`src/rtl/ctgq_pkg.sv`:
```
// shared types and constants for the credit gated transmit queue
// depends on nothing; imported by ctgq_front, ctgq_back and the top level
package ctgq_pkg;

  localparam int unsigned CMD_W    = 2;
  localparam int unsigned TAG_W    = 16;
  localparam int unsigned CREDIT_W = 16;
  localparam int unsigned ACT_W    = 2;
  localparam int unsigned QLEN_W   = 9;
  localparam int unsigned DROP_W   = 32;
  localparam int unsigned LIMIT_W  = 9;

  localparam logic [LIMIT_W-1:0] LIMIT_RESET = 9'd256;

  // input commands
  localparam logic [CMD_W-1:0] CMD_DATA     = 2'd0;
  localparam logic [CMD_W-1:0] CMD_FEEDBACK = 2'd1;
  localparam logic [CMD_W-1:0] CMD_TICK     = 2'd2;

  // result actions
  localparam logic [ACT_W-1:0] ACT_NONE   = 2'd0;
  localparam logic [ACT_W-1:0] ACT_SENT   = 2'd1;
  localparam logic [ACT_W-1:0] ACT_NOTICE = 2'd2;
  localparam logic [ACT_W-1:0] ACT_DROP   = 2'd3;

  typedef struct packed {
    logic [CMD_W-1:0]    command;
    logic [TAG_W-1:0]    packet_tag;
    logic [CREDIT_W-1:0] credit_value;
  } ctgq_in_t;

  typedef struct packed {
    logic [ACT_W-1:0]    action;
    logic [TAG_W-1:0]    sent_tag;
    logic [QLEN_W-1:0]   queue_length;
    logic [CREDIT_W-1:0] credit_now;
    logic [DROP_W-1:0]   drop_total;
  } ctgq_out_t;

  typedef enum logic [1:0] {
    OP_ENQ,
    OP_CREDIT,
    OP_TICK,
    OP_NONE
  } ctgq_op_kind_e;

  // classified operation passed from front to back
  typedef struct packed {
    ctgq_op_kind_e       kind;
    logic [TAG_W-1:0]    tag;
    logic [CREDIT_W-1:0] credit;
  } ctgq_op_t;

endpackage

```
`src/rtl/ctgq_front.sv`:
```
// front end: accepts input transactions, classifies the command and buffers
// the classified operation in a two-entry queue; depends on ctgq_pkg
module ctgq_front import ctgq_pkg::*; (
  input  logic     clk_i,
  input  logic     rst_ni,
  input  logic     push_i,
  input  ctgq_in_t item_i,
  output logic     full_o,
  output logic     op_valid_o,
  output ctgq_op_t op_o,
  input  logic     op_ready_i
);

  localparam int unsigned SLOTS = 2;

  ctgq_op_t   slot_q [SLOTS];
  logic       wr_ptr_q, wr_ptr_d;
  logic       rd_ptr_q, rd_ptr_d;
  logic [1:0] count_q, count_d;
  logic       do_push, do_pop;
  ctgq_op_t   op_new;

  // decode the raw command
  always_comb begin
    op_new.tag    = item_i.packet_tag;
    op_new.credit = item_i.credit_value;
    case (item_i.command)
      CMD_DATA:     op_new.kind = OP_ENQ;
      CMD_FEEDBACK: op_new.kind = OP_CREDIT;
      CMD_TICK:     op_new.kind = OP_TICK;
      default:      op_new.kind = OP_NONE;
    endcase
  end

  assign full_o     = (count_q == 2'(SLOTS));
  assign op_valid_o = (count_q != 2'd0);
  assign op_o       = slot_q[rd_ptr_q];
  assign do_push    = push_i && !full_o;
  assign do_pop     = op_valid_o && op_ready_i;

  always_comb begin
    wr_ptr_d = do_push ? ~wr_ptr_q : wr_ptr_q;
    rd_ptr_d = do_pop ? ~rd_ptr_q : rd_ptr_q;
    count_d  = count_q;
    if (do_push && !do_pop) begin
      count_d = count_q + 2'd1;
    end else if (do_pop && !do_push) begin
      count_d = count_q - 2'd1;
    end
  end

  always_ff @(posedge clk_i or negedge rst_ni) begin
    if (!rst_ni) begin
      wr_ptr_q <= 1'b0;
      rd_ptr_q <= 1'b0;
      count_q  <= 2'd0;
    end else begin
      wr_ptr_q <= wr_ptr_d;
      rd_ptr_q <= rd_ptr_d;
      count_q  <= count_d;
    end
  end

  always_ff @(posedge clk_i) begin
    if (do_push) begin
      slot_q[wr_ptr_q] <= op_new;
    end
  end

  // the buffer never holds more than its two slots
  a_count_bound: assert property (@(posedge clk_i) disable iff (!rst_ni)
    count_q <= 2'(SLOTS))
    else $error("front buffer count out of range");

endmodule

```
`src/rtl/ctgq_back.sv`:
```
// back end: executes classified operations against the tag store, credit and
// drop counter, and holds one result transaction; depends on ctgq_pkg
module ctgq_back import ctgq_pkg::*; #(
  parameter int unsigned QUEUE_DEPTH = 256
) (
  input  logic               clk_i,
  input  logic               rst_ni,
  input  logic               cfg_we_i,
  input  logic [LIMIT_W-1:0] cfg_wdata_i,
  input  logic               op_valid_i,
  input  ctgq_op_t           op_i,
  output logic               op_ready_o,
  output logic               res_empty_o,
  input  logic               res_pop_i,
  output ctgq_out_t          result_o
);

  localparam int unsigned IDX_W = $clog2(QUEUE_DEPTH);
  localparam int unsigned OCC_W = $clog2(QUEUE_DEPTH + 1);
  localparam int unsigned CMP_W = (OCC_W > LIMIT_W) ? OCC_W : LIMIT_W;

  logic [TAG_W-1:0]    tag_mem [QUEUE_DEPTH];
  logic [TAG_W-1:0]    rd_tag_q;
  logic [IDX_W-1:0]    head_q, head_d;
  logic [IDX_W-1:0]    tail_q, tail_d;
  logic [OCC_W-1:0]    occ_q, occ_d;
  logic [CREDIT_W-1:0] credit_q, credit_d;
  logic [DROP_W-1:0]   drop_q, drop_d;
  logic [LIMIT_W-1:0]  limit_q;
  logic                res_valid_q;
  ctgq_out_t           res_q;
  logic [ACT_W-1:0]    act;
  logic                fire, wr_en, rd_en, at_limit;

  function automatic logic [IDX_W-1:0] next_idx(input logic [IDX_W-1:0] idx);
    return (idx == IDX_W'(QUEUE_DEPTH - 1)) ? '0 : idx + IDX_W'(1);
  endfunction

  assign op_ready_o  = !res_valid_q || res_pop_i;
  assign fire        = op_valid_i && op_ready_o;
  assign res_empty_o = !res_valid_q;

  assign at_limit = (CMP_W'(occ_q) >= CMP_W'(limit_q)) ||
                    (occ_q == OCC_W'(QUEUE_DEPTH));

  always_comb begin
    head_d   = head_q;
    tail_d   = tail_q;
    occ_d    = occ_q;
    credit_d = credit_q;
    drop_d   = drop_q;
    act      = ACT_NONE;
    wr_en    = 1'b0;
    rd_en    = 1'b0;
    if (fire) begin
      case (op_i.kind)
        OP_ENQ: begin
          if (at_limit) begin
            if (drop_q != '1) begin
              drop_d = drop_q + DROP_W'(1);
            end
            act = ACT_DROP;
          end else begin
            wr_en  = 1'b1;
            tail_d = next_idx(tail_q);
            occ_d  = occ_q + OCC_W'(1);
          end
        end
        OP_CREDIT: begin
          credit_d = op_i.credit;
        end
        OP_TICK: begin
          if (occ_q != '0) begin
            if (credit_q == '0) begin
              act = ACT_NOTICE;
            end else begin
              rd_en    = 1'b1;
              head_d   = next_idx(head_q);
              occ_d    = occ_q - OCC_W'(1);
              credit_d = credit_q - CREDIT_W'(1);
              act      = ACT_SENT;
            end
          end
        end
        default: begin
        end
      endcase
    end
  end

  always_ff @(posedge clk_i or negedge rst_ni) begin
    if (!rst_ni) begin
      head_q      <= '0;
      tail_q      <= '0;
      occ_q       <= '0;
      credit_q    <= '0;
      drop_q      <= '0;
      limit_q     <= LIMIT_RESET;
      res_valid_q <= 1'b0;
    end else begin
      head_q   <= head_d;
      tail_q   <= tail_d;
      occ_q    <= occ_d;
      credit_q <= credit_d;
      drop_q   <= drop_d;
      if (cfg_we_i) begin
        limit_q <= cfg_wdata_i;
      end
      if (fire) begin
        res_valid_q <= 1'b1;
      end else if (res_pop_i) begin
        res_valid_q <= 1'b0;
      end
    end
  end

  // result payload, sent tag joins from the store read register
  always_ff @(posedge clk_i) begin
    if (fire) begin
      res_q.action       <= act;
      res_q.sent_tag     <= '0;
      res_q.queue_length <= QLEN_W'(occ_d);
      res_q.credit_now   <= credit_d;
      res_q.drop_total   <= drop_d;
    end
  end

  // tag store, one write and one registered read port
  always_ff @(posedge clk_i) begin
    if (wr_en) begin
      tag_mem[tail_q] <= op_i.tag;
    end
    if (rd_en) begin
      rd_tag_q <= tag_mem[head_q];
    end
  end

  always_comb begin
    result_o = res_q;
    if (res_q.action == ACT_SENT) begin
      result_o.sent_tag = rd_tag_q;
    end
  end

  a_empty_ptrs: assert property (@(posedge clk_i) disable iff (!rst_ni)
    (occ_q == '0) |-> (head_q == tail_q))
    else $error("empty queue with head and tail apart");

  a_occ_bound: assert property (@(posedge clk_i) disable iff (!rst_ni)
    occ_q <= OCC_W'(QUEUE_DEPTH))
    else $error("occupancy above depth");

  a_notice: assert property (@(posedge clk_i) disable iff (!rst_ni)
    (fire && op_i.kind == OP_TICK && occ_q != '0 && credit_q == '0)
      |=> (res_valid_q && res_q.action == ACT_NOTICE && $stable(credit_q)))
    else $error("tick without credit did not give a window-full notice");

  a_drop_mono: assert property (@(posedge clk_i) disable iff (!rst_ni)
    drop_q >= $past(drop_q))
    else $error("drop counter went down");

endmodule

```
`src/rtl/credit_gated_tx_queue_unit.sv`:
```
// top level of the credit gated transmit queue
// depends on ctgq_pkg, ctgq_front and ctgq_back
//
//   channel   direction  handshake               payload
//   input     in         push / full             item_i   (ctgq_in_t)
//   result    out        empty / pop             result_o (ctgq_out_t)
//   config    in         cfg_we_i, no wait       cfg_wdata_i (queue limit)
//
// one transaction per cycle sustained while results are popped: every command,
// including a send, completes in the back end as it is accepted, the tag store read data is
// registered together with the result
// a pushed item is registered in the front buffer and then in the back end result register
// reset clears pointers, occupancy, credit and drop count, limit goes to 256;
// the tag store is not cleared, only written entries are ever read
// a stalled result holds the back end, the two-entry front buffer keeps
// accepting until it fills and raises full
module credit_gated_tx_queue_unit import ctgq_pkg::*; #(
  parameter int unsigned QUEUE_DEPTH = 256
) (
  input  logic               clk_i,
  input  logic               rst_ni,
  input  logic               push,
  output logic               full,
  input  ctgq_in_t           item_i,
  output logic               empty,
  input  logic               pop,
  output ctgq_out_t          result_o,
  input  logic               cfg_we_i,
  input  logic [LIMIT_W-1:0] cfg_wdata_i
);

  // classified operations between front and back
  logic     op_valid;
  logic     op_ready;
  ctgq_op_t op;

  // front end: command decode and decoupling buffer
  ctgq_front u_front (
    .clk_i      (clk_i),
    .rst_ni     (rst_ni),
    .push_i     (push),
    .item_i     (item_i),
    .full_o     (full),
    .op_valid_o (op_valid),
    .op_o       (op),
    .op_ready_i (op_ready)
  );

  // back end: queue state, credit, drop count and the result register
  ctgq_back #(
    .QUEUE_DEPTH (QUEUE_DEPTH)
  ) u_back (
    .clk_i       (clk_i),
    .rst_ni      (rst_ni),
    .cfg_we_i    (cfg_we_i),
    .cfg_wdata_i (cfg_wdata_i),
    .op_valid_i  (op_valid),
    .op_i        (op),
    .op_ready_o  (op_ready),
    .res_empty_o (empty),
    .res_pop_i   (pop),
    .result_o    (result_o)
  );

endmodule

```
`config.mk`:
```
export PLATFORM = sky130hd
export DESIGN_NAME = credit_gated_tx_queue_unit
export DESIGN_NICKNAME = d
export VERILOG_FILES = /design/src/rtl/ctgq_pkg.sv /design/src/rtl/ctgq_front.sv /design/src/rtl/ctgq_back.sv /design/src/rtl/credit_gated_tx_queue_unit.sv
export SDC_FILE = /design/constraint.sdc
export NUM_CORES = 2
export LEC_CHECK = 0
export BUFFER_PORTS_ARGS = -buffer_cell sky130_fd_sc_hd__buf_4
export CAP_MARGIN = 20
export CELL_PAD_IN_SITES_DETAIL_PLACEMENT = 1
export CELL_PAD_IN_SITES_GLOBAL_PLACEMENT = 1
export CORE_MARGIN = 2
export CORE_UTILIZATION = 31
export CTS_CLUSTER_DIAMETER = 120
export DETAILED_ROUTE_END_ITERATION = 10
export PLACE_DENSITY = 0.49
export SKIP_CTS_REPAIR_TIMING = 1
export SYNTH_ARGS = -nofsm -noshare
export SYNTH_HDL_FRONTEND = slang
export SYNTH_HIERARCHICAL = 1
export SYNTH_MEMORY_MAX_BITS = 65536
export SYNTH_SLANG_ARGS = --single-unit
```
`constraint.sdc`:
```
create_clock -name clk_i -period 4.1 [get_ports clk_i]
set_clock_uncertainty 0.2 [all_clocks]
set_input_delay 0.41 -clock clk_i [delete_from_list [all_inputs] [get_ports clk_i]]
set_output_delay 0.41 -clock clk_i [all_outputs]
set_load 0.01 [all_outputs]
```
Yosys cells after proc, flatten, opt, wreduce, memory -nomap -nowiden
Memory sizes are Yosys's and may differ from the RTL's. A register that Yosys moved wholly into a read port is not among the register bits. Index checks and enable logic that the tools add are counted. W data, S select, Z words.

$add $sub $neg: 8. Order comparisons: 1. Equality and inequality tests: 10. Mux-type cells: 36. Bitwise gates (word level): 4. Reduce and logical (&&, ||, !) cells: 19.

Operators by type and width (number): $mux W32 (4); $mux W16 (4); $mux W9 (4); $add A32 B1 Y32 const B (1); $ne A32 B32 Y1 const B (1); $pmux W16 S2 (1); $pmux W9 S2 (1); $add A8 B1 Y8 const B (2); $eq A8 B8 Y1 const B (2); $logic_not A16 Y1 (1); $mux W8 (2); $sub A16 B1 Y16 const B (1); $mux W1 (13); $mux W2 (5); $add A9 B1 Y9 const B (1); $eq A9 B9 Y1 const B (1); $ge A9 B9 Y1 (1); $reduce_bool A9 Y1 (1); $sub A9 B1 Y9 const B (1); $eq A2 B1 Y1 const B (3); $eq A2 B2 Y1 const B (3); $pmux W2 S3 (1); $reduce_bool A2 Y1 (3); $logic_and A1 B1 Y1 (4); other kinds (9) (17).

Register bits after elaboration: 146. Memory bits (writable): 4164. Output and inout bits: 77. Word-level logic and storage cells: 94. Memories kept: 2.

Memory list: u_back.tag_mem (depth 256, width 16, read ports 1, clocked after memory_dff 1, wr ports 1, RTL line ctgq_back.sv:22) `logic [TAG_W-1:0] tag_mem [QUEUE_DEPTH];`; u_front.slot_q (depth 2, width 34, read ports 1, clocked after memory_dff 0, wr ports 1, RTL line ctgq_front.sv:16) `ctgq_op_t slot_q [SLOTS];`.

Longest topological paths before layout
Depth after elaboration: 7. Mapped depth: 13. Gate-level depth less buffers: 10.

Hierarchy
Netlist, hierarchy kept.

Modules (own cells, without submodules): ctgq_back (instances 1, cells each 7673, area an instance 163712.0 um2, sequential area each 127328.4 um2); ctgq_front (instances 1, cells each 127, area an instance 2812.7 um2, sequential area each 2142.1 um2).

Least setup slack after synthesis
Ideal clock, no wire load.

Path kind: flip-flop to flip-flop. From: reg u_front.count_q[0]. To: reg u_back.head_q[7]. Data arrival time: 3.577 ns. Slack: 0.200 ns. Stages on the path, launching flop included: 7. Path buffers: 0. Clock period less this slack: 3.900 ns. Cell sequence: dfrtp_1 > or2_1 > nand2_1 > clkinv_1 > nand3_1 > clkinv_1 > a22o_1.

Longest elaborated chain between the ends: 3.

Ends and longest elaborated chain: start: declaration (RTL line ctgq_front.sv:19) `logic [1:0] count_q, count_d;`; start signal: assignment (RTL line ctgq_front.sv:60) `count_q <= count_d;`; $reduce_bool A2 Y1 (RTL line ctgq_front.sv:36) `assign op_valid_o = (count_q != 2'd0);`; named net op_valid (RTL line credit_gated_tx_queue_unit.sv:33) `logic op_valid;`; $logic_and A1 B1 Y1 (RTL line ctgq_back.sv:40) `assign fire = op_valid_i && op_ready_o;`; named net u_back.fire (RTL line ctgq_back.sv:33) `logic fire, wr_en, rd_en, at_limit;`; $reduce_and A4 Y1 (no line); end signal: assignment (RTL line ctgq_back.sv:93) `head_q <= '0;`; end signal: assignment (RTL line ctgq_back.sv:101) `head_q <= head_d;`; end: declaration (RTL line ctgq_back.sv:24) `logic [IDX_W-1:0] head_q, head_d;`.

The timed path passes the listed nets, and every way through them passes these cells. A chain may end at the register's enable or synchronous reset.

==> metrics.md <==
| Metric | Value |
|---|---|
| DR DRC count | 0 |
| Final setup vio count | 3 |
| Pwr dens | 699 nW/um^2 |
| Vias in the first global route | 90800 |
| Cell count along the critical path | 12 |
| Crit share post-route | 103% |
| GR Overflow Total | 0 |
| CTS Buffer Depth | 4 |
| Clock root buffer | clkbuf_16 |
| Worst stage delay on the critical path | 590 ps |
| Synth cell types | 80 |
| Syn Std Cell Area | 167000 um^2 |
| Crit path cell chain | buf_12 > buf_12 > nand3b_1 > buf_4 > o22ai_1 > a211oi_2 > a221oi_1 > buf_4 > or4_1 > a21oi_4 > buf_4 > a41oi_1 |
| Net count, final | 9084 |
| First-pass GRT wire length | 781000 um |
| Setup_tns | -180 ps |
| Clock Sinks | 4326 |
| Drt initial violations | 9674 |
| Die Area | 543000 um^2 |
| CP Data Required Time | 4630 ps |
| CTS tree | built |
| Crit-path leading delay family | compound AO/OA/AOI/OAI gates |
| Die Span Y | 737 um |
| Hold crit path type | in -> reg |
| Die W | 737 um |
| Slew Limit Fails | 0 |
| DR vias/cell | 5.32 |
| Outcome | finished, violations left |
| Antenna viol nets, final | 0 |
| Max-cap viol count | 0 |
| Commonest non-fill, non-tap cell in the layout | edfxtp_1 |
| Core footprint | 536000 um^2 |
| Final WL | 571000 um |
| Proportion of layout cells with a drive suffix above 1 | 32.0% |
| Site Rows | 269 |
| Final min period | 4200 ps |
| WS Path Type | reg -> reg |
| Leakage | 63.8 nW |
| Ports | 125 |
| Worst-path cell with the longest stage delay | dfrtp_4 |
| Crit path max fanout | 16 |
| Synthesis-to-finish area growth | 21.1% |
| Avg WL per Cell | 34.4 um |
| Pre-CTS WS | -685 ps |
| Worst-Margin Slew | 1230 ps |
| Fmax | 238 MHz |
| Seq/Total Area, Yosys | 77.7% |
| Critical Path Source Type | flop |
| Total power | 141 mW |
| Htree depth | 5 |
| IO Port Bufs | 124 |
| Post-Syn Nets | 7870 |
| GRT Overall Usage | 20.6% |
| Smallest setup slack after layout | -104 ps |
| Failing checks | setup timing |
| Initial Util | 31.1% |
| Post-synth EDFFs | 4239 |
| Ys async rst share | 2.01% |
| Commonest cells after routing, fill and taps aside | 4239 x edfxtp_1, 929 x mux4_2, 870 x buf_4, 474 x clkbuf_16, 285 x mux2i_1 |
| Clk slew on worst S/H paths | 60 ps |
| Initial antenna violation count | 51 |
| Cell repeated most along the worst path | buf_4 |
| Insertion delay to the later sink of the worst-skew pair | 1040 ps |
| Hold depth | 3 |
| FF+latch count, synth | 4326 |
| Slew headroom | 16.9% |
| Reg2reg path depth | 12 |
| Setup crit end kind | flop |
| Post-layout util | 37.6% |
| First-pass DRT Iterations | 6 |
| Mapped Cells | 7800 |
| Syn_area_per_cell | 21.3 um^2 |
| Via count | 88400 |
| RSZ-0062 raised after global routing | yes |
| Max VDD drop | 0.451 mV |
| Critical path buffer and inverter count | 5 |
| Final hold violations | 0 |
| RD Place Congestion | 0.850 |
| Crit path DAT | 4730 ps |
| Total CTS buffers | 465 |
| Post-DP HPWL | 372000 um |
| Maximum number of pins on one net before global-route repair | 90 |
| Syn. warnings | 6 |
| Synth Flop Type | edfxtp_1 |
-- power by group --
group	internal [mW]	switching [mW]
clock network	24.2	18.0
logic	15.4	28.0
registers	54.7	0.616
total	94.3	46.7
-- path summary, 6_finish.rpt --
path	from	to	slack (ps)
max	u_back/head_q[0]	u_back/rd_tag_q[3]	-100
min reg2reg	u_back/drop_q[31]	u_back/drop_q[31]	290
min	cfg_we_i	u_back/limit_q[8]	40
max reg2reg	u_back/head_q[0]	u_back/rd_tag_q[3]	-100
min in group asynchronous	rst_ni	u_back/limit_q[8]	350
max in group asynchronous	rst_ni	u_back/head_q[6]	2750
-- tightest hold or removal path, cell delays in order --
cell           delay (ps)
buf_4                 170
o21ai_0                90
dlygate4sd3_1         560
-- metal layers --
layer / part of all wire, % / routed length, um / GRT usage [%]
met1: 43 / 248000 / 29.2
met2: 47 / 270000 / 33.1
met3: 6.2 / 35400 / 2.97
met4: 3.1 / 17600 / 5.79
met5: 0.0070 / 40 / 0
-- stage by stage --
step	hold slack [ps]	cells	cell area, um^2
4_1_cts	-918	16500	200000
5_1_grt	32.2	16600	202000
3_3_place_gp	224	15600	185000
2_1_floorplan	-85.6	7800	167000
3_5_place_dp	243	15600	185000
6_report	38.0	16600	202000
-- cell usage after synthesis, types with 83 or more instances --
cell type     n  area (um^2)
a221oi_1     83          727
mux4_2      929        20900
o21ai_0      97          485
nand3_1      93          465
buf_2       124          621
mux2i_1     287         2870
nor2_1      344         1290
edfxtp_1   4239       127000
dfrtp_1      86         2150
clkbuf_1    202          758
nand2_1     159          597
a21oi_1     176          881
a22oi_1     234         1760
-- final cells by class --
| cell class | count | area [um^2] |
|---|---|---|
| fillers | 51700 | 334000 |
| flip-flops and latches | 4326 | 129000 |
| multi-input cells | 2989 | 35700 |
| clock buffers | 577 | 12300 |
| repair buffers | 1196 | 12000 |
| well taps | 7181 | 8980 |
| clock inverters | 283 | 2980 |
| inverters | 36 | 143 |
| diodes | 11 | 27.5 |
-- registers in the layout, indices dropped and copies added, names as in the netlist --
name / count
u_front/slot_q: 68
u_back/tag_mem: 4096
u_back/head_q: 8
u_back/drop_q: 32
u_back/credit_q: 16
u_front/count_q: 2
u_back/result_o: 59
u_back/tail_q: 8
u_front/wr_ptr_q: 1
u_back/limit_q: 9
u_front/rd_ptr_q: 1
u_back/res_valid_q: 1
u_back/occ_q: 9
u_back/rd_tag_q: 16
-- cells by family after synthesis --
| group | after synthesis | synth area share [%] |
|---|---|---|
| compound gates | 851 | 3.55 |
| xor+xnor | 42 | 0.221 |
| fa+ha+maj | 22 | 0.165 |
| buf+inv | 485 | 1.43 |
| flops | 4326 | 77.7 |
| mux | 1258 | 14.6 |
| simple gates | 816 | 2.24 |
(Power assumes the default switching activity.)
